===== src/hw/rtl/sct_pkg.sv =====
// Package for the source code tokenizer: payload structs, token kinds,
// error codes, character classes and keyword lookup. No dependencies.
package sct_pkg;

    localparam int LINE_BITS       = 20;
    localparam int COLUMN_BITS     = 16;
    localparam int KEYWORD_MAX_LEN = 6;

    localparam logic [1:0] EV_VALUE = 2'd0;
    localparam logic [1:0] EV_DONE  = 2'd1;
    localparam logic [1:0] EV_ERROR = 2'd2;
    localparam logic [1:0] EV_EOF   = 2'd3;

    localparam logic [5:0] K_IDENT  = 6'd0;
    localparam logic [5:0] K_TEXT   = 6'd1;
    localparam logic [5:0] K_INT    = 6'd2;
    localparam logic [5:0] K_DOUBLE = 6'd3;
    localparam logic [5:0] K_EQ     = 6'd9;
    localparam logic [5:0] K_NE     = 6'd10;
    localparam logic [5:0] K_LE     = 6'd13;
    localparam logic [5:0] K_GE     = 6'd15;
    localparam logic [5:0] K_ARROW  = 6'd23;
    localparam logic [5:0] K_FN     = 6'd25;
    localparam logic [5:0] K_LET    = 6'd26;
    localparam logic [5:0] K_CONST  = 6'd27;
    localparam logic [5:0] K_I32    = 6'd28;
    localparam logic [5:0] K_VOID   = 6'd29;
    localparam logic [5:0] K_RETURN = 6'd30;
    localparam logic [5:0] K_WHILE  = 6'd31;
    localparam logic [5:0] K_EOF    = 6'd32;

    localparam logic [2:0] E_NONE     = 3'd0;
    localparam logic [2:0] E_BAD_CHAR = 3'd1;
    localparam logic [2:0] E_UNTERM   = 3'd2;
    localparam logic [2:0] E_ESCAPE   = 3'd3;
    localparam logic [2:0] E_HEX      = 3'd4;
    localparam logic [2:0] E_BIN      = 3'd5;
    localparam logic [2:0] E_FLOAT    = 3'd6;
    localparam logic [2:0] E_INTEGER  = 3'd7;

    typedef struct packed {
        logic [7:0] char_code;
        logic       end_of_input;
    } t_in;

    typedef struct packed {
        logic [1:0]             event_res;
        logic [5:0]             token_kind;
        logic [7:0]             value_char;
        logic [LINE_BITS-1:0]   line_number;
        logic [COLUMN_BITS-1:0] column_number;
        logic [2:0]             error_code;
        logic                   last_of_run;
    } t_out;

    function automatic logic is_alpha(input logic [7:0] c);
        return (c >= "a" && c <= "z") || (c >= "A" && c <= "Z");
    endfunction

    function automatic logic is_dec_char(input logic [7:0] c);
        return c >= "0" && c <= "9";
    endfunction

    function automatic logic is_hex_char(input logic [7:0] c);
        return is_dec_char(c) || (c >= "a" && c <= "f") || (c >= "A" && c <= "F");
    endfunction

    function automatic logic is_space(input logic [7:0] c);
        return c == 8'd32 || (c >= 8'd9 && c <= 8'd13);
    endfunction

    function automatic logic [5:0] single_kind(input logic [7:0] c);
        case (c)
            "+":     return 6'd4;
            "-":     return 6'd5;
            "*":     return 6'd6;
            "/":     return 6'd7;
            "=":     return 6'd8;
            "!":     return 6'd11;
            "<":     return 6'd12;
            ">":     return 6'd14;
            "[":     return 6'd16;
            "]":     return 6'd17;
            "(":     return 6'd18;
            ")":     return 6'd19;
            "{":     return 6'd20;
            "}":     return 6'd21;
            ";":     return 6'd22;
            ",":     return 6'd24;
            default: return K_IDENT;
        endcase
    endfunction

    function automatic logic [5:0] pair_kind(input logic [7:0] f, input logic [7:0] s);
        if (s == "=" && f == "=") return K_EQ;
        if (s == "=" && f == "!") return K_NE;
        if (s == "=" && f == "<") return K_LE;
        if (s == "=" && f == ">") return K_GE;
        if (f == "-" && s == ">") return K_ARROW;
        return K_IDENT;
    endfunction

    // b holds the first six buffered bytes, first byte in the top position.
    function automatic logic [5:0] kw_kind(input logic [47:0] b, input logic [2:0] n);
        case (n)
            3'd2: if (b[47:32] == "fn") return K_FN;
            3'd3: begin
                if (b[47:24] == "let") return K_LET;
                if (b[47:24] == "i32") return K_I32;
            end
            3'd4: if (b[47:16] == "void") return K_VOID;
            3'd5: begin
                if (b[47:8] == "const") return K_CONST;
                if (b[47:8] == "while") return K_WHILE;
            end
            3'd6: if (b == "return") return K_RETURN;
            default: ;
        endcase
        return K_IDENT;
    endfunction

endpackage


===== src/hw/rtl/source_code_tokenizer.sv =====
// Source code tokenizer top level: scanner state, result generation and
// an eight-entry result queue. Depends on sct_pkg.
//
// One source byte (or an end marker) is taken per cycle and scanned in the
// cycle of its transfer; the up to three results it causes go into an
// eight-entry result queue that drains one result per cycle unless i_stall
// holds it. The input side stalls while more than four results wait, so the
// sustained rate is one byte per cycle as long as bytes average at most one
// result each; the queue drain sets the rate otherwise.
module source_code_tokenizer #(
    parameter int KEYWORD_MAX_LEN = sct_pkg::KEYWORD_MAX_LEN
) (
    input  logic          i_clk,
    input  logic          i_rst_n,
    input  logic          i_valid,
    output logic          o_stall,
    input  sct_pkg::t_in  i_data,
    output logic          o_valid,
    input  logic          i_stall,
    output sct_pkg::t_out o_data
);
    import sct_pkg::*;

    localparam int LW = $clog2(KEYWORD_MAX_LEN + 2);
    localparam logic [LW-1:0] KW_LEN = LW'(KEYWORD_MAX_LEN);

    typedef enum logic [3:0] {
        M_IDLE, M_OP, M_IDENT, M_STR, M_ESC, M_ZERO, M_DEC, M_HEX, M_BIN, M_FLOAT
    } t_mode;

    t_mode                  r_mode, n_mode;
    logic [7:0]             r_held, n_held;
    logic [7:0]             r_buf [KEYWORD_MAX_LEN];
    logic [7:0]             n_buf [KEYWORD_MAX_LEN];
    logic [LW-1:0]          r_len, n_len;
    logic [LINE_BITS-1:0]   r_line, n_line, r_ts_line, n_ts_line;
    logic [COLUMN_BITS-1:0] r_col, n_col, r_ts_col, n_ts_col;

    t_out       r_fifo [8];
    logic [2:0] r_wr, r_rd;
    logic [3:0] r_cnt;

    t_out       res [4];
    logic [2:0] nres;
    logic       acc, pop;

    assign acc     = i_valid && !o_stall;
    assign pop     = o_valid && !i_stall;
    assign o_stall = r_cnt > 4'd4;
    assign o_valid = r_cnt != 4'd0;
    assign o_data  = r_fifo[r_rd];

    always_comb begin
        logic [7:0]  c;
        logic        rescan;
        logic [5:0]  k;
        logic [47:0] kb;
        c      = i_data.char_code;
        rescan = 1'b0;
        n_mode = r_mode;
        n_held = r_held;
        n_buf  = r_buf;
        n_len  = r_len;
        n_line = r_line;
        n_col  = r_col;
        n_ts_line = r_ts_line;
        n_ts_col  = r_ts_col;
        nres   = 3'd0;
        for (int i = 0; i < 4; i++) res[i] = '0;
        kb = '0;
        for (int j = 0; j < 6; j++) begin
            if (j < KEYWORD_MAX_LEN) kb[47-8*j -: 8] = r_buf[j];
        end
        // No keyword is longer than six bytes.
        k = (r_len > LW'(6)) ? K_IDENT : kw_kind(kb, r_len[2:0]);

        if (i_data.end_of_input) begin
            case (r_mode)
                M_OP:    begin res[0] = '{EV_DONE, single_kind(r_held), 8'd0, r_ts_line,
                                          r_ts_col, E_NONE, 1'b0}; nres = 3'd1; end
                M_IDENT: begin res[0] = '{EV_DONE, k, 8'd0, r_ts_line, r_ts_col,
                                          E_NONE, 1'b0}; nres = 3'd1; end
                M_STR:   begin res[0] = '{EV_ERROR, K_IDENT, 8'd0, r_ts_line, r_ts_col,
                                          E_UNTERM, 1'b0}; nres = 3'd1; end
                M_ESC:   begin res[0] = '{EV_ERROR, K_IDENT, 8'd0, r_ts_line, r_ts_col,
                                          E_ESCAPE, 1'b0}; nres = 3'd1; end
                M_ZERO, M_DEC, M_HEX, M_BIN: begin
                    res[0] = '{EV_DONE, K_INT, 8'd0, r_ts_line, r_ts_col, E_NONE, 1'b0};
                    nres = 3'd1;
                end
                M_FLOAT: begin res[0] = '{EV_DONE, K_DOUBLE, 8'd0, r_ts_line, r_ts_col,
                                          E_NONE, 1'b0}; nres = 3'd1; end
                default: ;
            endcase
            res[nres[1:0]] = '{EV_EOF, K_EOF, 8'd0, r_line, r_col, E_NONE, 1'b0};
            nres = nres + 3'd1;
            n_mode = M_IDLE;
            n_held = '0;
            for (int j = 0; j < KEYWORD_MAX_LEN; j++) n_buf[j] = '0;
            n_len  = '0;
            n_line = LINE_BITS'(1);
            n_col  = '0;
            n_ts_line = LINE_BITS'(1);
            n_ts_col  = '0;
        end else begin
            if (r_col != '1) n_col = r_col + COLUMN_BITS'(1);
            if (c == 8'd10) begin
                if (r_line != '1) n_line = r_line + LINE_BITS'(1);
                n_col = '0;
            end
            case (r_mode)
                M_IDLE: rescan = 1'b1;
                M_OP: begin
                    if (pair_kind(r_held, c) != K_IDENT) begin
                        res[0] = '{EV_VALUE, K_IDENT, c, r_ts_line, r_ts_col, E_NONE, 1'b0};
                        res[1] = '{EV_DONE, pair_kind(r_held, c), 8'd0, r_ts_line, r_ts_col,
                                   E_NONE, 1'b0};
                        nres = 3'd2;
                        n_mode = M_IDLE;
                    end else begin
                        res[0] = '{EV_DONE, single_kind(r_held), 8'd0, r_ts_line, r_ts_col,
                                   E_NONE, 1'b0};
                        nres = 3'd1;
                        rescan = 1'b1;
                    end
                end
                M_IDENT: begin
                    if (is_alpha(c) || is_dec_char(c) || c == "_") begin
                        res[0] = '{EV_VALUE, K_IDENT, c, r_ts_line, r_ts_col, E_NONE, 1'b0};
                        nres = 3'd1;
                        for (int j = 0; j < KEYWORD_MAX_LEN; j++) begin
                            if (r_len == LW'(j)) n_buf[j] = c;
                        end
                        if (r_len <= KW_LEN) n_len = r_len + LW'(1);
                    end else begin
                        res[0] = '{EV_DONE, k, 8'd0, r_ts_line, r_ts_col, E_NONE, 1'b0};
                        nres = 3'd1;
                        rescan = 1'b1;
                    end
                end
                M_STR: begin
                    if (c == 8'h22) begin
                        res[0] = '{EV_DONE, K_TEXT, 8'd0, r_ts_line, r_ts_col, E_NONE, 1'b0};
                        nres = 3'd1;
                        n_mode = M_IDLE;
                    end else if (c == 8'h5C) begin
                        n_mode = M_ESC;
                    end else begin
                        res[0] = '{EV_VALUE, K_IDENT, c, r_ts_line, r_ts_col, E_NONE, 1'b0};
                        nres = 3'd1;
                    end
                end
                M_ESC: begin
                    res[0] = '{EV_VALUE, K_IDENT, c, r_ts_line, r_ts_col, E_NONE, 1'b0};
                    nres = 3'd1;
                    n_mode = M_STR;
                end
                M_ZERO: begin
                    if (c == "x" || c == "X" || c == "b" || c == "B" || c == ".") begin
                        res[0] = '{EV_VALUE, K_IDENT, c, r_ts_line, r_ts_col, E_NONE, 1'b0};
                        nres = 3'd1;
                        n_mode = (c == ".") ? M_FLOAT :
                                 (c == "x" || c == "X") ? M_HEX : M_BIN;
                    end else if (is_dec_char(c)) begin
                        res[0] = '{EV_ERROR, K_IDENT, c, r_ts_line, r_ts_col, E_INTEGER,
                                   1'b0};
                        nres = 3'd1;
                        n_mode = M_IDLE;
                    end else begin
                        res[0] = '{EV_DONE, K_INT, 8'd0, r_ts_line, r_ts_col, E_NONE, 1'b0};
                        nres = 3'd1;
                        rescan = 1'b1;
                    end
                end
                M_DEC, M_FLOAT: begin
                    if (is_dec_char(c) || (r_mode == M_DEC && c == ".")) begin
                        res[0] = '{EV_VALUE, K_IDENT, c, r_ts_line, r_ts_col, E_NONE, 1'b0};
                        nres = 3'd1;
                        if (c == ".") n_mode = M_FLOAT;
                    end else if (c == ".") begin
                        res[0] = '{EV_ERROR, K_IDENT, c, r_ts_line, r_ts_col, E_FLOAT, 1'b0};
                        nres = 3'd1;
                        n_mode = M_IDLE;
                    end else begin
                        res[0] = '{EV_DONE, (r_mode == M_DEC) ? K_INT : K_DOUBLE, 8'd0,
                                   r_ts_line, r_ts_col, E_NONE, 1'b0};
                        nres = 3'd1;
                        rescan = 1'b1;
                    end
                end
                M_HEX: begin
                    if (is_hex_char(c)) begin
                        res[0] = '{EV_VALUE, K_IDENT, c, r_ts_line, r_ts_col, E_NONE, 1'b0};
                        nres = 3'd1;
                    end else if (is_alpha(c)) begin
                        res[0] = '{EV_ERROR, K_IDENT, c, r_ts_line, r_ts_col, E_HEX, 1'b0};
                        nres = 3'd1;
                        n_mode = M_IDLE;
                    end else begin
                        res[0] = '{EV_DONE, K_INT, 8'd0, r_ts_line, r_ts_col, E_NONE, 1'b0};
                        nres = 3'd1;
                        rescan = 1'b1;
                    end
                end
                M_BIN: begin
                    if (c == "0" || c == "1") begin
                        res[0] = '{EV_VALUE, K_IDENT, c, r_ts_line, r_ts_col, E_NONE, 1'b0};
                        nres = 3'd1;
                    end else if (is_dec_char(c)) begin
                        res[0] = '{EV_ERROR, K_IDENT, c, r_ts_line, r_ts_col, E_BIN, 1'b0};
                        nres = 3'd1;
                        n_mode = M_IDLE;
                    end else begin
                        res[0] = '{EV_DONE, K_INT, 8'd0, r_ts_line, r_ts_col, E_NONE, 1'b0};
                        nres = 3'd1;
                        rescan = 1'b1;
                    end
                end
                default: rescan = 1'b1;
            endcase

            // A byte that ended the previous token is scanned again from idle.
            if (rescan) begin
                n_mode = M_IDLE;
                if (!is_space(c)) begin
                    n_ts_line = n_line;
                    n_ts_col  = n_col;
                    if (c == "=" || c == "!" || c == "<" || c == ">" || c == "-") begin
                        res[nres[1:0]] = '{EV_VALUE, K_IDENT, c, n_line, n_col, E_NONE, 1'b0};
                        nres = nres + 3'd1;
                        n_held = c;
                        n_mode = M_OP;
                    end else if (single_kind(c) != K_IDENT) begin
                        res[nres[1:0]] = '{EV_VALUE, K_IDENT, c, n_line, n_col, E_NONE, 1'b0};
                        nres = nres + 3'd1;
                        res[nres[1:0]] = '{EV_DONE, single_kind(c), 8'd0, n_line, n_col,
                                           E_NONE, 1'b0};
                        nres = nres + 3'd1;
                    end else if (is_alpha(c) || c == "_") begin
                        res[nres[1:0]] = '{EV_VALUE, K_IDENT, c, n_line, n_col, E_NONE, 1'b0};
                        nres = nres + 3'd1;
                        for (int j = 0; j < KEYWORD_MAX_LEN; j++) n_buf[j] = '0;
                        n_buf[0] = c;
                        n_len  = LW'(1);
                        n_mode = M_IDENT;
                    end else if (c == 8'h22) begin
                        n_mode = M_STR;
                    end else if (is_dec_char(c)) begin
                        res[nres[1:0]] = '{EV_VALUE, K_IDENT, c, n_line, n_col, E_NONE, 1'b0};
                        nres = nres + 3'd1;
                        n_mode = (c == "0") ? M_ZERO : M_DEC;
                    end else begin
                        res[nres[1:0]] = '{EV_ERROR, K_IDENT, c, n_line, n_col, E_BAD_CHAR,
                                           1'b0};
                        nres = nres + 3'd1;
                    end
                end
            end
        end
        if (nres != 3'd0) res[2'(nres - 3'd1)].last_of_run = 1'b1;
    end

    always_ff @(posedge i_clk) begin
        if (!i_rst_n) begin
            r_mode <= M_IDLE;
            r_held <= '0;
            for (int j = 0; j < KEYWORD_MAX_LEN; j++) r_buf[j] <= '0;
            r_len  <= '0;
            r_line <= LINE_BITS'(1);
            r_col  <= '0;
            r_ts_line <= LINE_BITS'(1);
            r_ts_col  <= '0;
            r_wr  <= '0;
            r_rd  <= '0;
            r_cnt <= '0;
        end else begin
            if (acc) begin
                r_mode <= n_mode;
                r_held <= n_held;
                r_buf  <= n_buf;
                r_len  <= n_len;
                r_line <= n_line;
                r_col  <= n_col;
                r_ts_line <= n_ts_line;
                r_ts_col  <= n_ts_col;
                r_wr <= r_wr + nres;
            end
            if (pop) r_rd <= r_rd + 3'd1;
            r_cnt <= r_cnt + (acc ? {1'b0, nres} : 4'd0) - (pop ? 4'd1 : 4'd0);
        end
    end

    always_ff @(posedge i_clk) begin
        if (acc) begin
            for (int i = 0; i < 4; i++) begin
                if (3'(i) < nres) r_fifo[r_wr + 3'(i)] <= res[i];
            end
        end
    end

    a_cnt_bound: assert property (@(posedge i_clk) disable iff (!i_rst_n)
        r_cnt <= 4'd8) else $error("result queue overflow");
    a_eof_resets: assert property (@(posedge i_clk) disable iff (!i_rst_n)
        (acc && i_data.end_of_input) |=> (r_mode == M_IDLE && r_col == '0))
        else $error("end marker did not reset scanner");
    a_ptr_count: assert property (@(posedge i_clk) disable iff (!i_rst_n)
        (r_cnt == 4'd0 || r_cnt == 4'd8) |-> r_wr == r_rd)
        else $error("queue pointers disagree with count");
    a_results: assert property (@(posedge i_clk) disable iff (!i_rst_n)
        (acc && !i_data.end_of_input && r_mode == M_IDLE) |-> nres <= 3'd2)
        else $error("too many results from idle");

endmodule


===== config.mk =====
export PLATFORM = sky130hd
export DESIGN_NAME = source_code_tokenizer
export DESIGN_NICKNAME = d
export VERILOG_FILES = /design/src/hw/rtl/sct_pkg.sv /design/src/hw/rtl/source_code_tokenizer.sv
export SDC_FILE = /design/constraint.sdc
export NUM_CORES = 2
export LEC_CHECK = 0
export ABC_CLOCK_PERIOD_IN_PS = 15930
export BUFFER_PORTS_ARGS = -buffer_cell sky130_fd_sc_hd__buf_2
export CAP_MARGIN = 20
export CORE_MARGIN = 3
export CORE_UTILIZATION = 45
export CTS_BUF_LIST = sky130_fd_sc_hd__clkbuf_4 sky130_fd_sc_hd__clkbuf_8 sky130_fd_sc_hd__clkbuf_16
export DETAILED_ROUTE_END_ITERATION = 12
export GPL_ROUTABILITY_DRIVEN = 0
export HOLD_SLACK_MARGIN = 0.06
export SYNTH_ARGS = -nofsm -noshare
export SYNTH_HDL_FRONTEND = slang
export SYNTH_SLANG_ARGS = --single-unit

===== constraint.sdc =====
create_clock -name i_clk -period 15.93 [get_ports i_clk]
set_input_delay 0.7965 -clock i_clk [delete_from_list [all_inputs] [get_ports i_clk]]
set_output_delay 0.7965 -clock i_clk [all_outputs]
set_load 0.02 [all_outputs]

==> flow_summary.toml <==
[timing]
worst_pin_slew_ns = 1.26
post-route-period-util_pct = 43.9
slew_headroom_pct = 15.7
setup_viol = 0
grt_setup_unrepaired = "no"
drv_slew = 0
worst_slack_ns = 8.94
fin_tns_setup_ns = 0
period_needed_ns = 6.99
skew_ns = 0.0195
hold_violations = 0
fmax_mhz = 143

[power_and_ir_drop]
pwr-share-seq_pct = 39.8
p_clk_share_pct = 36.1
p_sw_mw = 1.37
comb_power_share_pct = 24.1
p_int_mw = 3.12
ir_drop_uv = 89.1
switching_share_pct = 30.6
power.density_nw_per_um2 = 109
power.leakage_nw = 13.2

[worst_setup_path]
rr_worst_depth = 15
critPathMaxStageDelay_ns = 0.84
crit_path_end_kind = "flip-flop"
crit_cells = 16
cp_data_required_time_ns = 16.17
r2r-start = "r_held[0]$_SDFFE_PN0P_"
startpoint = "i_data[3]"
cp-endpoint = "r_fifo[7][15]$_DFFE_PP_"
critPathKind = "in -> reg"
crit_fanout = 44
r2r_slack_ns = 9.05
arrival_ns = 7.23
path_buf_inv = 5
cp_top_family = "buffers and inverters"
reg2reg_to = "r_fifo[7][15]$_DFFE_PP_"
crit_path_top_delay_cell = "buf_4"
cp_cell_sequence = "buf_2, nand2_1, or4_4, a21oi_4, nor4_1, o41ai_2, inv_1, ha_1, nand2_1, or2_0, nor2_4, inv_2, buf_4, a41oi_1, o21bai_4, buf_4"
startpoint_type = "input port"

[layout]
area_delta_synth_final_pct = 9.31
multi_input_area_um2 = 20000
seq_area_um2 = 16400
n_antenna_cell = 0
finish.utilization_pct = 50.0
layout.nets = 3878
stdcell_area_um2 = 41300
drive_gt1_share_pct = 14.7
fillCellCount = 7602

[die]
num_io_pins = 71
num_rows = 105
coreArea_um2 = 82600
dieArea_um2 = 87400
die-height_um = 296
start_util_pct = 45.7
dieWidth_um = 296

[global_routing]
antenna_found_initial = 4
grt_overflow = 0
grt_max_degree = 83
grt_pass1_vias = 30787
grt_use_total_pct = 30.6
met3_usage_pct = 6.61
busiest_layer = "met2"
grt_use_met2_pct = 47.4
grt_pass1_wl_mm = 201
met1_usage_pct = 41.8

[synth]
synth_area_per_cell_um2 = 9.52
synth-main-ff-cell = "edfxtp_1"
synth_cell_type_count = 113
synth_cells = 3966
syn_nets = 4004
async_flop_share_pct = 0
synth_edf_count = 448
ys_seq_area_share_pct = 43.5
yosysMostFrequentCell = "nand2_1"
syn_area_um2 = 37800
synth-seq-cells = 596
yosysWarnings = 0
synth_top_area_cell = "edfxtp_1"
yosys-top-cells-area = "edfxtp_1 36%, dfxtp_1 7.8%, mux4_2 6.7%"
synth.top_cell.area_share_pct = 35.6
yosys-top-cells-count = "527 x nand2_1, 448 x edfxtp_1, 346 x o21ai_0, 313 x nor2_1, 231 x o211ai_1"

[clock_network]
cts_setup_buffers = 0
clock-sinks = 596
cts_hold_buf = 0
cts_buffers = 70
htree_levels = 3
cts.clk_slew.worst_paths_ns = 0.05
clock_latency_ns = 0.63
clock_path_buffers = 3
cts_tree = "built"
cts-root-buf = "clkbuf_16"
post_cts_resized = 0

[drt]
drt_iter0_drc = 4457
drt-vias-per-instance = 6.69
drtPass1Iterations = 9
drc_errors = 0
routed_wirelength_mm = 136
vias = 33237
wl_per_cell_um = 27.4
ant_nets = 0

[run_status]
status = "complete, no violations"

[placement]
dp_hpwl_mm = 83.1
pre_cts_slack_ns = 8.49
placed_cell_area_um2 = 38900
io_buffers = 70

[run]
cap_violations = 0

[min_path]
min_path_type = "reg -> reg"
## how the worst min path moves through the flow
stage                                       from                endpoint  slack, ns  cells after the start
after floorplan           r_buf[15]$_SDFFE_PN0P_  r_buf[15]$_SDFFE_PN0P_       0.44                      1
after global placement    r_buf[31]$_SDFFE_PN0P_  r_buf[31]$_SDFFE_PN0P_       0.46                      1
after detailed placement  r_buf[31]$_SDFFE_PN0P_  r_buf[31]$_SDFFE_PN0P_       0.46                      1
after CTS                 r_buf[31]$_SDFFE_PN0P_  r_buf[31]$_SDFFE_PN0P_       0.48                      1
after global routing      r_buf[15]$_SDFFE_PN0P_  r_buf[15]$_SDFFE_PN0P_       0.50                      1
final                     r_buf[31]$_SDFFE_PN0P_  r_buf[31]$_SDFFE_PN0P_       0.47                      1
## routing by layer
layer / vias to the layer above / wire length [µm]
li1: 14847 / -
met3: 356 / 15000
met1: 16067 / 55100
met4: 4 / 5360
met5: - / 27
met2: 1963 / 60700
## registers in the layout (all words and copies together), names as in the netlist, 8 cells and up, named ones only
register and flops:
r_held 8, r_fifo 448, r_ts_col 16, r_ts_line 20
r_col 16, r_line 20, r_buf 48
## through the flow
step	power, mW	hold slack (ns)	cells
after floorplan	2.55	0.443	3966
after global placement	2.90	0.459	4829
after detailed placement	2.90	0.462	4831
after CTS	4.52	0.477	4958
after global routing	4.66	0.496	4965
final	4.50	0.472	4965
## cell usage in the layout (no fill, tap or decap), types with 97 or more instances in the layout
master    count
edfxtp_1    448
mux4_2      112
a21oi_1     164
a22oi_1     113
o211ai_1    231
buf_4        97
dfxtp_1     145
o21ai_0     341
nor2b_1     134
nor2_1      311
nand2_1     526
o21ai_1     101
## logic make-up after synthesis
logic type               share of synthesized area (%)
AND/OR/NAND/NOR                                   16.8
AO/OA/AOI/OAI                                     23.4
flip-flops                                        43.5
buffers and inverters                             4.71
multiplexers                                      10.1
XOR/XNOR                                         0.742
adder cells (fa/ha/maj)                          0.894
## worst register-to-register path, delay by kind of cell, from the launching register on
family	cells	cell delay (ns)
simple gates	6	1.67
compound gates	4	2.26
flops	1	0.55
fa+ha+maj	1	0.27
buf+inv	4	1.71
## power by group through the flow
stage / registers (mW) / clock network, mW / logic, mW
floorplan: 1.79 / 0 / 0.759
global placement: 1.82 / 0 / 1.08
detailed placement: 1.82 / 0 / 1.08
CTS: 1.79 / 1.64 / 1.08
global route: 1.79 / 1.71 / 1.16
finish: 1.79 / 1.63 / 1.08
## layout make-up
cell class / instances / area share (%)
multi-input cells: 2964 / 48.4
well taps: 1070 / 3.24
repair buffers: 170 / 2.65
inverters: 38 / 0.346
clock inverters: 32 / 0.773
clock buffers: 95 / 4.80
flip-flops and latches: 596 / 39.8
Note: power is estimated with default switching activity, not from simulation.
